--- config.mk ---
export PLATFORM = sky130hd
export DESIGN_NAME = dns_name_unescape_stream
export DESIGN_NICKNAME = d
export VERILOG_FILES = /design/src/dnu_pkg.sv /design/src/dnu_decode.sv /design/src/dnu_out_queue.sv /design/src/dns_name_unescape_stream.sv
export SDC_FILE = /design/constraint.sdc
export NUM_CORES = 1
export LEC_CHECK = 0
export BUFFER_PORTS_ARGS = -buffer_cell sky130_fd_sc_hd__clkbuf_2
export CAP_MARGIN = 20
export CORE_ASPECT_RATIO = 0.9
export CORE_UTILIZATION = 35
export DETAILED_ROUTE_END_ITERATION = 8
export PLACE_DENSITY = 0.62
export SYNTH_ARGS = -nofsm -noshare
export SYNTH_HDL_FRONTEND = slang
export SYNTH_SLANG_ARGS = --single-unit
export TNS_END_PERCENT = 30
--- constraint.sdc ---
create_clock -name clk_i -period 5.8 [get_ports clk_i]
set_input_delay 0 -clock clk_i [delete_from_list [all_inputs] [get_ports clk_i]]
set_output_delay 0 -clock clk_i [all_outputs]
set_load 0.005 [all_outputs]
--- src/dnu_pkg.sv ---
package dnu_pkg;

  localparam logic [7:0] BackslashChar = 8'h5C;
  localparam logic [7:0] ZeroChar      = 8'h30;
  localparam int unsigned MaxResults   = 3;

  typedef enum logic [1:0] {
    PH_PLAIN = 2'd0,
    PH_ESC   = 2'd1,
    PH_ONE   = 2'd2,
    PH_TWO   = 2'd3
  } phase_e;

  typedef struct packed {
    phase_e     phase;
    logic [3:0] first_digit;
    logic [3:0] second_digit;
  } esc_state_t;

  typedef struct packed {
    logic [7:0] data;
    logic       last;
  } out_word_t;

  // results of one input word, slot 0 goes out first
  typedef struct packed {
    logic [1:0]                  cnt;
    out_word_t [MaxResults-1:0]  words;
  } dec_res_t;

endpackage

--- src/dnu_decode.sv ---
module dnu_decode
  import dnu_pkg::*;
(
  input  logic [7:0] in_byte_i,
  input  logic       in_last_i,
  input  esc_state_t state_i,
  output esc_state_t state_o,
  output dec_res_t   res_o
);

  logic       is_digit;
  logic [3:0] digit;
  logic [7:0] value;
  logic       plain;
  logic [1:0] plain_slot;
  out_word_t  plain_word;

  assign is_digit = (in_byte_i >= ZeroChar) && (in_byte_i <= (ZeroChar + 8'd9));
  assign digit    = in_byte_i[3:0];
  // modulo 256 falls out of the 8-bit sum
  assign value    = 8'(state_i.first_digit) * 8'd100
                  + 8'(state_i.second_digit) * 8'd10
                  + 8'(digit);

  always_comb begin
    state_o    = state_i;
    res_o      = '0;
    plain      = 1'b0;
    plain_slot = 2'd0;
    unique case (state_i.phase)
      PH_PLAIN: begin
        plain = 1'b1;
      end
      PH_ESC: begin
        if (is_digit && !in_last_i) begin
          state_o.first_digit = digit;
          state_o.phase       = PH_ONE;
        end else begin
          res_o.words[0] = '{data: in_byte_i, last: in_last_i};
          res_o.cnt      = 2'd1;
          state_o.phase  = PH_PLAIN;
        end
      end
      PH_ONE: begin
        if (is_digit && !in_last_i) begin
          state_o.second_digit = digit;
          state_o.phase        = PH_TWO;
        end else begin
          // broken escape: flush the held digit, then treat the byte as text
          res_o.words[0] = '{data: ZeroChar + 8'(state_i.first_digit), last: 1'b0};
          res_o.cnt      = 2'd1;
          plain          = 1'b1;
          plain_slot     = 2'd1;
        end
      end
      PH_TWO: begin
        if (is_digit) begin
          res_o.words[0] = '{data: value, last: in_last_i};
          res_o.cnt      = 2'd1;
          state_o.phase  = PH_PLAIN;
        end else begin
          res_o.words[0] = '{data: ZeroChar + 8'(state_i.first_digit), last: 1'b0};
          res_o.words[1] = '{data: ZeroChar + 8'(state_i.second_digit), last: 1'b0};
          res_o.cnt      = 2'd2;
          plain          = 1'b1;
          plain_slot     = 2'd2;
        end
      end
      default: ;
    endcase

    plain_word = '{data: in_byte_i, last: in_last_i};
    if (plain) begin
      if ((in_byte_i == BackslashChar) && !in_last_i) begin
        state_o.phase = PH_ESC;
      end else begin
        state_o.phase = PH_PLAIN;
        unique case (plain_slot)
          2'd0:    res_o.words[0] = plain_word;
          2'd1:    res_o.words[1] = plain_word;
          default: res_o.words[2] = plain_word;
        endcase
        res_o.cnt = plain_slot + 2'd1;
      end
    end

    if (state_o.phase == PH_PLAIN) begin
      state_o.first_digit  = 4'd0;
      state_o.second_digit = 4'd0;
    end
  end

endmodule

--- src/dnu_out_queue.sv ---
module dnu_out_queue
  import dnu_pkg::*;
(
  input  logic      clk_i,
  input  logic      rst_ni,
  input  dec_res_t  push_i,
  input  logic      push_en_i,
  output logic      fits_o,
  output out_word_t head_o,
  output logic      head_vld_o,
  input  logic      head_rdy_i
);

  out_word_t [MaxResults-1:0] ent_q, ent_d;
  logic      [1:0]            cnt_q, cnt_d;
  logic                       pop;
  logic      [1:0]            base;
  logic      [2:0]            fill;
  logic      [1:0]            rel;

  assign head_vld_o = (cnt_q != 2'd0);
  assign head_o     = ent_q[0];
  assign pop        = head_vld_o && head_rdy_i;
  assign base       = cnt_q - {1'b0, pop};
  assign fill       = {1'b0, base} + {1'b0, push_i.cnt};
  assign fits_o     = (fill <= 3'(MaxResults));

  always_comb begin
    ent_d = ent_q;
    rel   = 2'd0;
    // advance on pop
    for (int i = 0; i < MaxResults; i++) begin
      if (pop && (i < MaxResults - 1)) begin
        ent_d[i] = ent_q[i+1];
      end
    end
    if (push_en_i) begin
      for (int i = 0; i < MaxResults; i++) begin
        rel = 2'(i) - base;
        if ((2'(i) >= base) && (3'(i) < fill)) begin
          ent_d[i] = push_i.words[rel];
        end
      end
    end
    cnt_d = push_en_i ? fill[1:0] : base;
  end

  always_ff @(posedge clk_i or negedge rst_ni) begin
    if (!rst_ni) begin
      cnt_q <= 2'd0;
    end else begin
      cnt_q <= cnt_d;
    end
  end

  always_ff @(posedge clk_i) begin
    ent_q <= ent_d;
  end

endmodule

--- src/dns_name_unescape_stream.sv ---
// Decimal-escape decoder for DNS presentation names. Each input word is one
// character; "\DDD" becomes one byte (value modulo 256), "\x" becomes x, and
// broken or unfinished escapes flush their held digits as text. The input word
// is held in a register, decoded in one pass into up to three result words,
// and those are queued in a three-entry output register file. One input word
// is taken per cycle while the receiver is ready and each word yields at most
// one result; words that yield two or three results can hold later input
// while the output queue drains, one word per cycle when the receiver is
// ready. tlast marks the final byte of a name on both sides.
module dns_name_unescape_stream
  import dnu_pkg::*;
(
  input  logic       clk_i,
  input  logic       rst_ni,
  input  logic       s_axis_tvalid_i,
  output logic       s_axis_tready_o,
  input  logic [7:0] s_axis_tdata_i,   // [7:0] in_byte
  input  logic       s_axis_tlast_i,   // in_last
  output logic       m_axis_tvalid_o,
  input  logic       m_axis_tready_i,
  output logic [7:0] m_axis_tdata_o,   // [7:0] out_byte
  output logic       m_axis_tlast_o    // out_last
);

  logic       in_vld_q;
  logic [7:0] in_byte_q;
  logic       in_last_q;
  esc_state_t state_q, state_d;
  dec_res_t   res;
  logic       fits;
  logic       consume;
  out_word_t  head;

  dnu_decode u_decode (
    .in_byte_i (in_byte_q),
    .in_last_i (in_last_q),
    .state_i   (state_q),
    .state_o   (state_d),
    .res_o     (res)
  );

  dnu_out_queue u_queue (
    .clk_i      (clk_i),
    .rst_ni     (rst_ni),
    .push_i     (res),
    .push_en_i  (consume),
    .fits_o     (fits),
    .head_o     (head),
    .head_vld_o (m_axis_tvalid_o),
    .head_rdy_i (m_axis_tready_i)
  );

  assign consume         = in_vld_q && fits;
  assign s_axis_tready_o = !in_vld_q || consume;
  assign m_axis_tdata_o  = head.data;
  assign m_axis_tlast_o  = head.last;

  always_ff @(posedge clk_i or negedge rst_ni) begin
    if (!rst_ni) begin
      in_vld_q <= 1'b0;
      state_q  <= '{phase: PH_PLAIN, first_digit: 4'd0, second_digit: 4'd0};
    end else begin
      if (s_axis_tready_o) begin
        in_vld_q <= s_axis_tvalid_i;
      end
      if (consume) begin
        state_q <= state_d;
      end
    end
  end

  // hold the word until the decoder has taken it
  always_ff @(posedge clk_i) begin
    if (s_axis_tready_o && s_axis_tvalid_i) begin
      in_byte_q <= s_axis_tdata_i;
      in_last_q <= s_axis_tlast_i;
    end
  end

endmodule

==> metrics, run 1 <==
GRT Overall Usage 20.3%; antenna-violating nets left 0; CTS root buf clkbuf_16; vias per cell 5.87; Reg2Reg Depth 15; Final Setup Violations 0; mux cell area share after synthesis 3.95%; R2R Path End u_queue.ent_q[14]$_DFF_P_; IO buf count 23; grt ovf 0; f_max 210 MHz; synthesized instance count 441; TritonCTS Buffers 5; Ys Warns 0; relative slew slack 44.7%; Internal Dissipation 1.14 mW; reg2reg start u_queue.cnt_q[1]$_DFF_PN0_; total iterations of the first detailed-routing run 5; clk_lat worst skew 0.30 ns; post-synthesis simple-gate area fraction 17.2%; HPWL after DPL 8560 µm; Yosys cell types 69; row count 36; via count 3545; CP Max Fanout 19; hold crit path type in2async; CP peak stage delay 0.66 ns; cells along the critical path or2_2 -> nand2_1 -> buf_4 -> clkinv_1 -> ha_1 -> clkinv_1 -> buf_4 -> ha_1 -> fa_1 -> nor2b_1 -> nand2_1 -> nor2_1 -> a21oi_1 -> a41oi_1 -> o221ai_1; Initial DRC Count 349; Final Hold Vio Count 0; Worst VDD drop 216 µV; GRT Max-Usage Layer met2; worst setup margin 1.05 ns; Clock Sinks 49; vias in the first global route 3352; GP Congestion 0.915; crit path capture type flop; Arr. time, crit path 4.91 ns; RSZ-0062 raised after global routing no; crit path buf inv count 4; Top delay family on crit path simple AND/OR/NAND/NOR gates; die area 11600 µm²; chip height 102 µm; Flop pwr share 27.6%; Switching Fraction 47.9%; reported max-cap violation count 0; CP required 5.96 ns; Hold Buf Count CTS 11; Routed wire per std cell 18.7 µm; Logic pwr share 58.7%; Post-Synth XOR/XNOR Area 2.57%; top-count cell post-synth nand2_1; switching power 1.05 mW; synthesized area 3900 µm²; CTS tree yes; wirelength, routed 11300 µm; Post-DP Area 4050 µm²; Resize count post-CTS 0; total negative slack 0 ns; H-tree depth 2; Synth top area share 13.9%; final worst clock skew 0.0118 ns; most area-consuming cells after synthesis edfxtp_1 (14%), ha_1 (9.3%), dfxtp_1 (9.2%), dfrtp_1 (8.3%), nand2_1 (4.6%); Longest Clk Path Bufs 2; Post-CTS Setup Bufs 0; max-slew violations 0; Avg Cell Area, Syn 8.84 µm²; Design Power 2.19 mW; routing usage on met3 3.38%; ys async rst share 26.5%; P per Cell Area 509 nW/µm²; Synth Area in Compound Gates 25.7%; actual slew at the worst max-slew pin 0.827 ns; largest family of logic cells by synthesized area compound AO/OA/AOI/OAI gates; Yosys top cell by area edfxtp_1; Synth Area in Adders 11.9%; area delta synth->final 10.5%; Post-Layout Inst Area 4310 µm²; num ports 24; Leak Pwr 1.77 nW; layout cells sized above 1 12.6%; Tmin final 4.75 ns; initial antenna violation count 0; Synth top cells by count nand2_1 (48), nor2_1 (34), ha_1 (29); clock share of power 13.8%; diodes inserted 0; Top FF cell, synth edfxtp_1; CP Class reg2reg; DRC viols 0; first-pass GRT wire length 18000 µm; status complete, no violations; Clock transition at path regs 0.08 ns; largest net degree at the start of global routing 38; critical path's slowest cell nor2_1; final non-filler cell total 604; post-synthesis sequential area ratio 31.4%; die width 113 µm; Core Region 10900 µm²; Reg2Reg Setup Slack 1.05 ns; Initial Utilization 35.9%; met1 GRT Util 27.8%; flops & latches, synth 49; CP startpoint kind flop; Layout Utilization 39.7%; met2 Use GR 32.2%; EDFF count, synth 18; fin crit share 81.9%; net count after synthesis 488; hold_ws 0.154 ns; Layout Nets 498; worst slack at placement 1.16 ns; placed instance count 585
-- worst max path at each step --
stage	startpoint	endpoint	slack [ns]	cells past startpoint
floorplan	u_queue.cnt_q[1]$_DFF_PN0_	u_queue.ent_q[18]$_DFFE_PP_	1.27	13
global placement	u_queue.cnt_q[1]$_DFF_PN0_	u_queue.ent_q[14]$_DFF_P_	1.27	15
detailed placement	u_queue.cnt_q[1]$_DFF_PN0_	u_queue.ent_q[14]$_DFF_P_	1.16	15
CTS	u_queue.cnt_q[1]$_DFF_PN0_	u_queue.ent_q[14]$_DFF_P_	1.13	15
global route	u_queue.cnt_q[1]$_DFF_PN0_	u_queue.ent_q[14]$_DFF_P_	0.71	15
finish	u_queue.cnt_q[1]$_DFF_PN0_	u_queue.ent_q[14]$_DFF_P_	1.05	15
-- cell families (layout without fill, tap and decap cells) --
logic type,count (synthesis),in the layout
and+or+nand+nor,138,138
muxes,15,15
DFF,49,49
buffers and inverters,60,71
adders and majority gates,34,34
AOI/OAI and AO/OA,136,136
xor gates and xnor gates,9,9
-- flip-flops by register name, indices dropped and copies added (netlist names) --
register / count
in_byte_q: 8
in_last_q: 1
in_vld_q: 1
state_q: 10
u_queue.cnt_q: 2
u_queue.ent_q: 18
u_queue.head_o: 9
-- metal layers --
metal | vias up | part of all wire (%)
met4 | 0 | 3.2
met3 | 31 | 6.9
met2 | 185 | 44
met5 | - | 0
met1 | 1674 | 46
li1 | 1655 | -
-- worst reg2reg max path, cell delays in order (launching register included) --
cell and delay [ns]:
dfrtp_1 0.41, or2_2 0.31, nand2_1 0.07, buf_4 0.22
clkinv_1 0.52, ha_1 0.53, clkinv_1 0.06, buf_4 0.20
ha_1 0.22, fa_1 0.43, nor2b_1 0.29, nand2_1 0.14
nor2_1 0.66, a21oi_1 0.15, a41oi_1 0.23, o221ai_1 0.17
-- layout make-up --
class,instances,area [µm²]
sequential,49,1230
clock inverter,3,23.8
clock buffer,5,125
fill,1088,6550
inverter,24,90.1
multi-input combinational,332,2390
timing repair buffer,39,263
tap,152,190
-- placed cells by master, fill, tap and decap left out, types with 4 or more instances in the layout --
cell | Yosys | final
nand2_1 | 48 | 48
nor2_1 | 34 | 34
ha_1 | 29 | 29
a21oi_1 | 26 | 26
clkbuf_2 | 1 | 23
inv_1 | 21 | 21
edfxtp_1 | 18 | 18
dfxtp_1 | 18 | 18
o21ai_0 | 17 | 17
nand3_1 | 16 | 16
a31oi_1 | 14 | 14
dfrtp_1 | 13 | 13
mux2i_1 | 12 | 12
dlygate4sd3_1 | 0 | 11
a22o_1 | 9 | 9
o221ai_1 | 8 | 8
nand4_1 | 7 | 7
a31o_2 | 6 | 6
and2_1 | 5 | 5
and3_1 | 5 | 5
xnor2_1 | 5 | 5
a211oi_1 | 5 | 5
o22ai_1 | 5 | 5
fa_1 | 5 | 5
clkbuf_16 | 0 | 5
buf_4 | 11 | 5
nor2b_1 | 4 | 4
nand2b_1 | 4 | 4
-- power by group through the flow --
stage / clock [mW] / sequential (mW) / combinational [mW]
6_report: 0.302 / 0.605 / 1.29
5_1_grt: 0.317 / 0.619 / 1.39
4_1_cts: 0.303 / 0.603 / 1.26
3_5_place_dp: 0 / 0.610 / 1.24
3_3_place_gp: 0 / 0.612 / 1.22
2_1_floorplan: 0 / 0.565 / 0.969
No activity file was read; power rests on OpenSTA's default activity.
==> run 2, diff against run 1 <==
Settings changed: PLACE_DENSITY 0.62 to 0.64.
Clock period 5.8 ns to 3.96 ns, I/O delays scaled along.
==> metrics, run 2 (synthesis gave the netlist of run 1 again) <==
status complete, no violations (unchanged); antenna-violating nets left 0 (unchanged); Arr. time, crit path 4.00 ns (was 4.91 ns); CTS tree yes (unchanged); Post-CTS Setup Bufs 0 (unchanged); Core Region 10900 µm² (unchanged); Internal Dissipation 1.73 mW (was 1.14 mW); layout cells sized above 1 15.6% (was 12.6%); Top reg by flops u_queue.ent_q (unchanged); CP required 4.20 ns (was 5.96 ns); number of filler cells placed in the layout 1102 (was 1088); max reg flops 18 (unchanged); CP peak stage delay 0.47 ns (was 0.66 ns); fin crit share 94.9% (was 81.9%); CP startpoint kind flop (unchanged); reported max-cap violation count 0 (unchanged); Routed wire per std cell 18.8 µm (was 18.7 µm); Tmin final 3.76 ns (was 4.75 ns); cells along the critical path inv_1 -> ha_1 -> a21boi_1 -> a311oi_4 -> buf_4 -> nand2_1 -> nand2_1 -> o21ai_0 -> fa_1 -> nor2b_1 -> o211ai_2 -> nor2_1 -> nand2_1 -> o32ai_1 -> a31o_1 (was or2_2 -> nand2_1 -> buf_4 -> clkinv_1 -> ha_1 -> clkinv_1 -> buf_4 -> ha_1 -> fa_1 -> nor2b_1 -> nand2_1 -> nor2_1 -> a21oi_1 -> a41oi_1 -> o221ai_1); Flop pwr share 26.4% (was 27.6%); Layout Nets 507 (was 498); hold crit path type in2async (unchanged); most common cell after layout, fill and taps aside nand2_1 (unchanged); grt ovf 0 (unchanged); die width 113 µm (unchanged); wirelength, routed 11500 µm (was 11300 µm); critical path's slowest cell dfrtp_1 (was nor2_1); Clock Sinks 49 (unchanged); chip height 102 µm (unchanged); IO buf count 23 (unchanged); RSZ-0062 raised after global routing no (unchanged); relative slew slack 60.4% (was 44.7%); diodes inserted 0 (unchanged); f_max 266 MHz (was 210 MHz); Seq. cell area 1230 µm² (unchanged); final non-filler cell total 613 (was 604); CTS root buf clkbuf_16 (unchanged); TritonCTS Buffers 5 (unchanged); Worst VDD drop 336 µV (was 216 µV); via count 3683 (was 3545); Longest Clk Path Bufs 2 (unchanged); CP Class reg2reg (unchanged); Initial DRC Count 577 (was 349); P per Cell Area 746 nW/µm² (was 509 nW/µm²); H-tree depth 2 (unchanged); die area 11600 µm² (unchanged); row count 36 (unchanged); Multi-input gate area 2420 µm² (was 2390 µm²); vias in the first global route 3386 (was 3352); initial antenna violation count 0 (unchanged); first-pass GRT wire length 18700 µm (was 18000 µm); Final Setup Violations 0 (unchanged); total iterations of the first detailed-routing run 8 (was 5); CP Max Fanout 18 (was 19); critical path startpoint state_q[8]$_DFFE_PN0N_ (was u_queue.cnt_q[1]$_DFF_PN0_); HPWL after DPL 8590 µm (was 8560 µm); final worst clock skew 0.0112 ns (was 0.0118 ns); DRC viols 0 (unchanged); critical path's most frequent cell nand2_1; Logic pwr share 60.2% (was 58.7%); Switching Fraction 47.5% (was 47.9%); GP Congestion 0.953 (was 0.915); commonest cells after routing, fill and taps aside nand2_1 (48), nor2_1 (32), ha_1 (29) (was nand2_1 (48), nor2_1 (34), ha_1 (29)); Leak Pwr 1.82 nW (was 1.77 nW); placed instance count 594 (was 585); max-slew violations 0 (unchanged); crit path capture type flop (unchanged); clock share of power 13.3% (was 13.8%); Final Hold Vio Count 0 (unchanged); vias per cell 6.01 (was 5.87); reg2reg start state_q[8]$_DFFE_PN0N_ (was u_queue.cnt_q[1]$_DFF_PN0_); actual slew at the worst max-slew pin 0.589 ns (was 0.827 ns); Initial Utilization 35.9% (unchanged); num ports 24 (unchanged); clk_lat worst skew 0.30 ns (about the same); Design Power 3.29 mW (was 2.19 mW); area delta synth->final 12.9% (was 10.5%); switching power 1.56 mW (was 1.05 mW); Clock transition at path regs 0.07 ns (was 0.08 ns); GRT Overall Usage 20.9% (was 20.3%); largest net degree at the start of global routing 38 (unchanged)
-- run 2: changes by cell type in the layout (fill, tap and decap cells not counted), sizes merged --
| cell | before | now |
|---|---|---|
| buf | 5 | 14 |
| clkinv | 2 | 3 |
| inv | 25 | 24 |
-- run 2: metal layers --
layer  share of wire [%]  wire length (µm)  global-route usage [%]
met1                  45              5200                    29.8
met2                  44              5040                    33.1
met3                 8.1               934                    2.67
met4                 2.9               339                    6.28
met5                   0                 0                       0
-- run 2: layout make-up --
type | instances | area share, %
sequential | 49 | 27.8
tap | 152 | 4.32
timing repair buffer | 48 | 7.50
clock inverter | 3 | 0.540
inverter | 24 | 2.07
multi-input combinational | 332 | 54.9
clock buffer | 5 | 2.84
-- run 2: path summary, 6_finish.rpt --
| check | end | slack, ns | cells after the start |
|---|---|---|---|
| max in group asynchronous | u_queue.cnt_q[1]$_DFF_PN0_ | 3.55 | 2 |
| min | state_q[8]$_DFFE_PN0N_ | 0.14 | 2 |
| min reg2reg | u_queue.ent_q[9]$_DFF_P_ | 0.49 | 2 |
| max | u_queue.ent_q[12]$_DFF_P_ | 0.20 | 15 |
| max reg2reg | u_queue.ent_q[12]$_DFF_P_ | 0.20 | 15 |
| min in group clk_i | u_queue.ent_q[9]$_DFF_P_ | 0.28 | 5 |
-- run 2: critical path: cells and delay by family (launching register included) --
family	cells	cell delay, ns
buf+inv	2	0.41
flops	1	0.47
simple gates	5	0.98
compound gates	6	1.14
fa+ha+maj	2	0.70
-- run 2: timing repair --
| action | in CTS | in global routing |
|---|---|---|
| endpoints found under the setup margin | 1 | 13 |
| pin swaps | 0 | 0 |
| gates resized for setup | 1 | 3 |
| hold endpoints to repair | 23 | 0 |
| hold buffers | 11 | 0 |
-- run 2: through the flow --
step	instance area, µm²	hold slack [ns]	utilization [%]	setup WS (ns)	setup TNS [ns]
final	4400	0.143	40.6	0.203	0
after global routing	4400	0.203	40.6	0.0256	0
after CTS	4400	0.164	40.5	0.0362	0
after detailed placement	4130	-0.0731	38.1	-0.0152	-0.0152
after global placement	4130	-0.0787	38.1	0.202	0
after floorplan	3920	-0.296	-	0.00713	0
-- run 2: power by group through the flow --
stage	combinational, mW	sequential (mW)	clock [mW]
4_1_cts	1.93	0.866	0.445
6_report	1.98	0.868	0.438
5_1_grt	2.14	0.891	0.467
3_3_place_gp	1.88	0.874	0
3_5_place_dp	1.91	0.875	0
2_1_floorplan	1.46	0.827	0
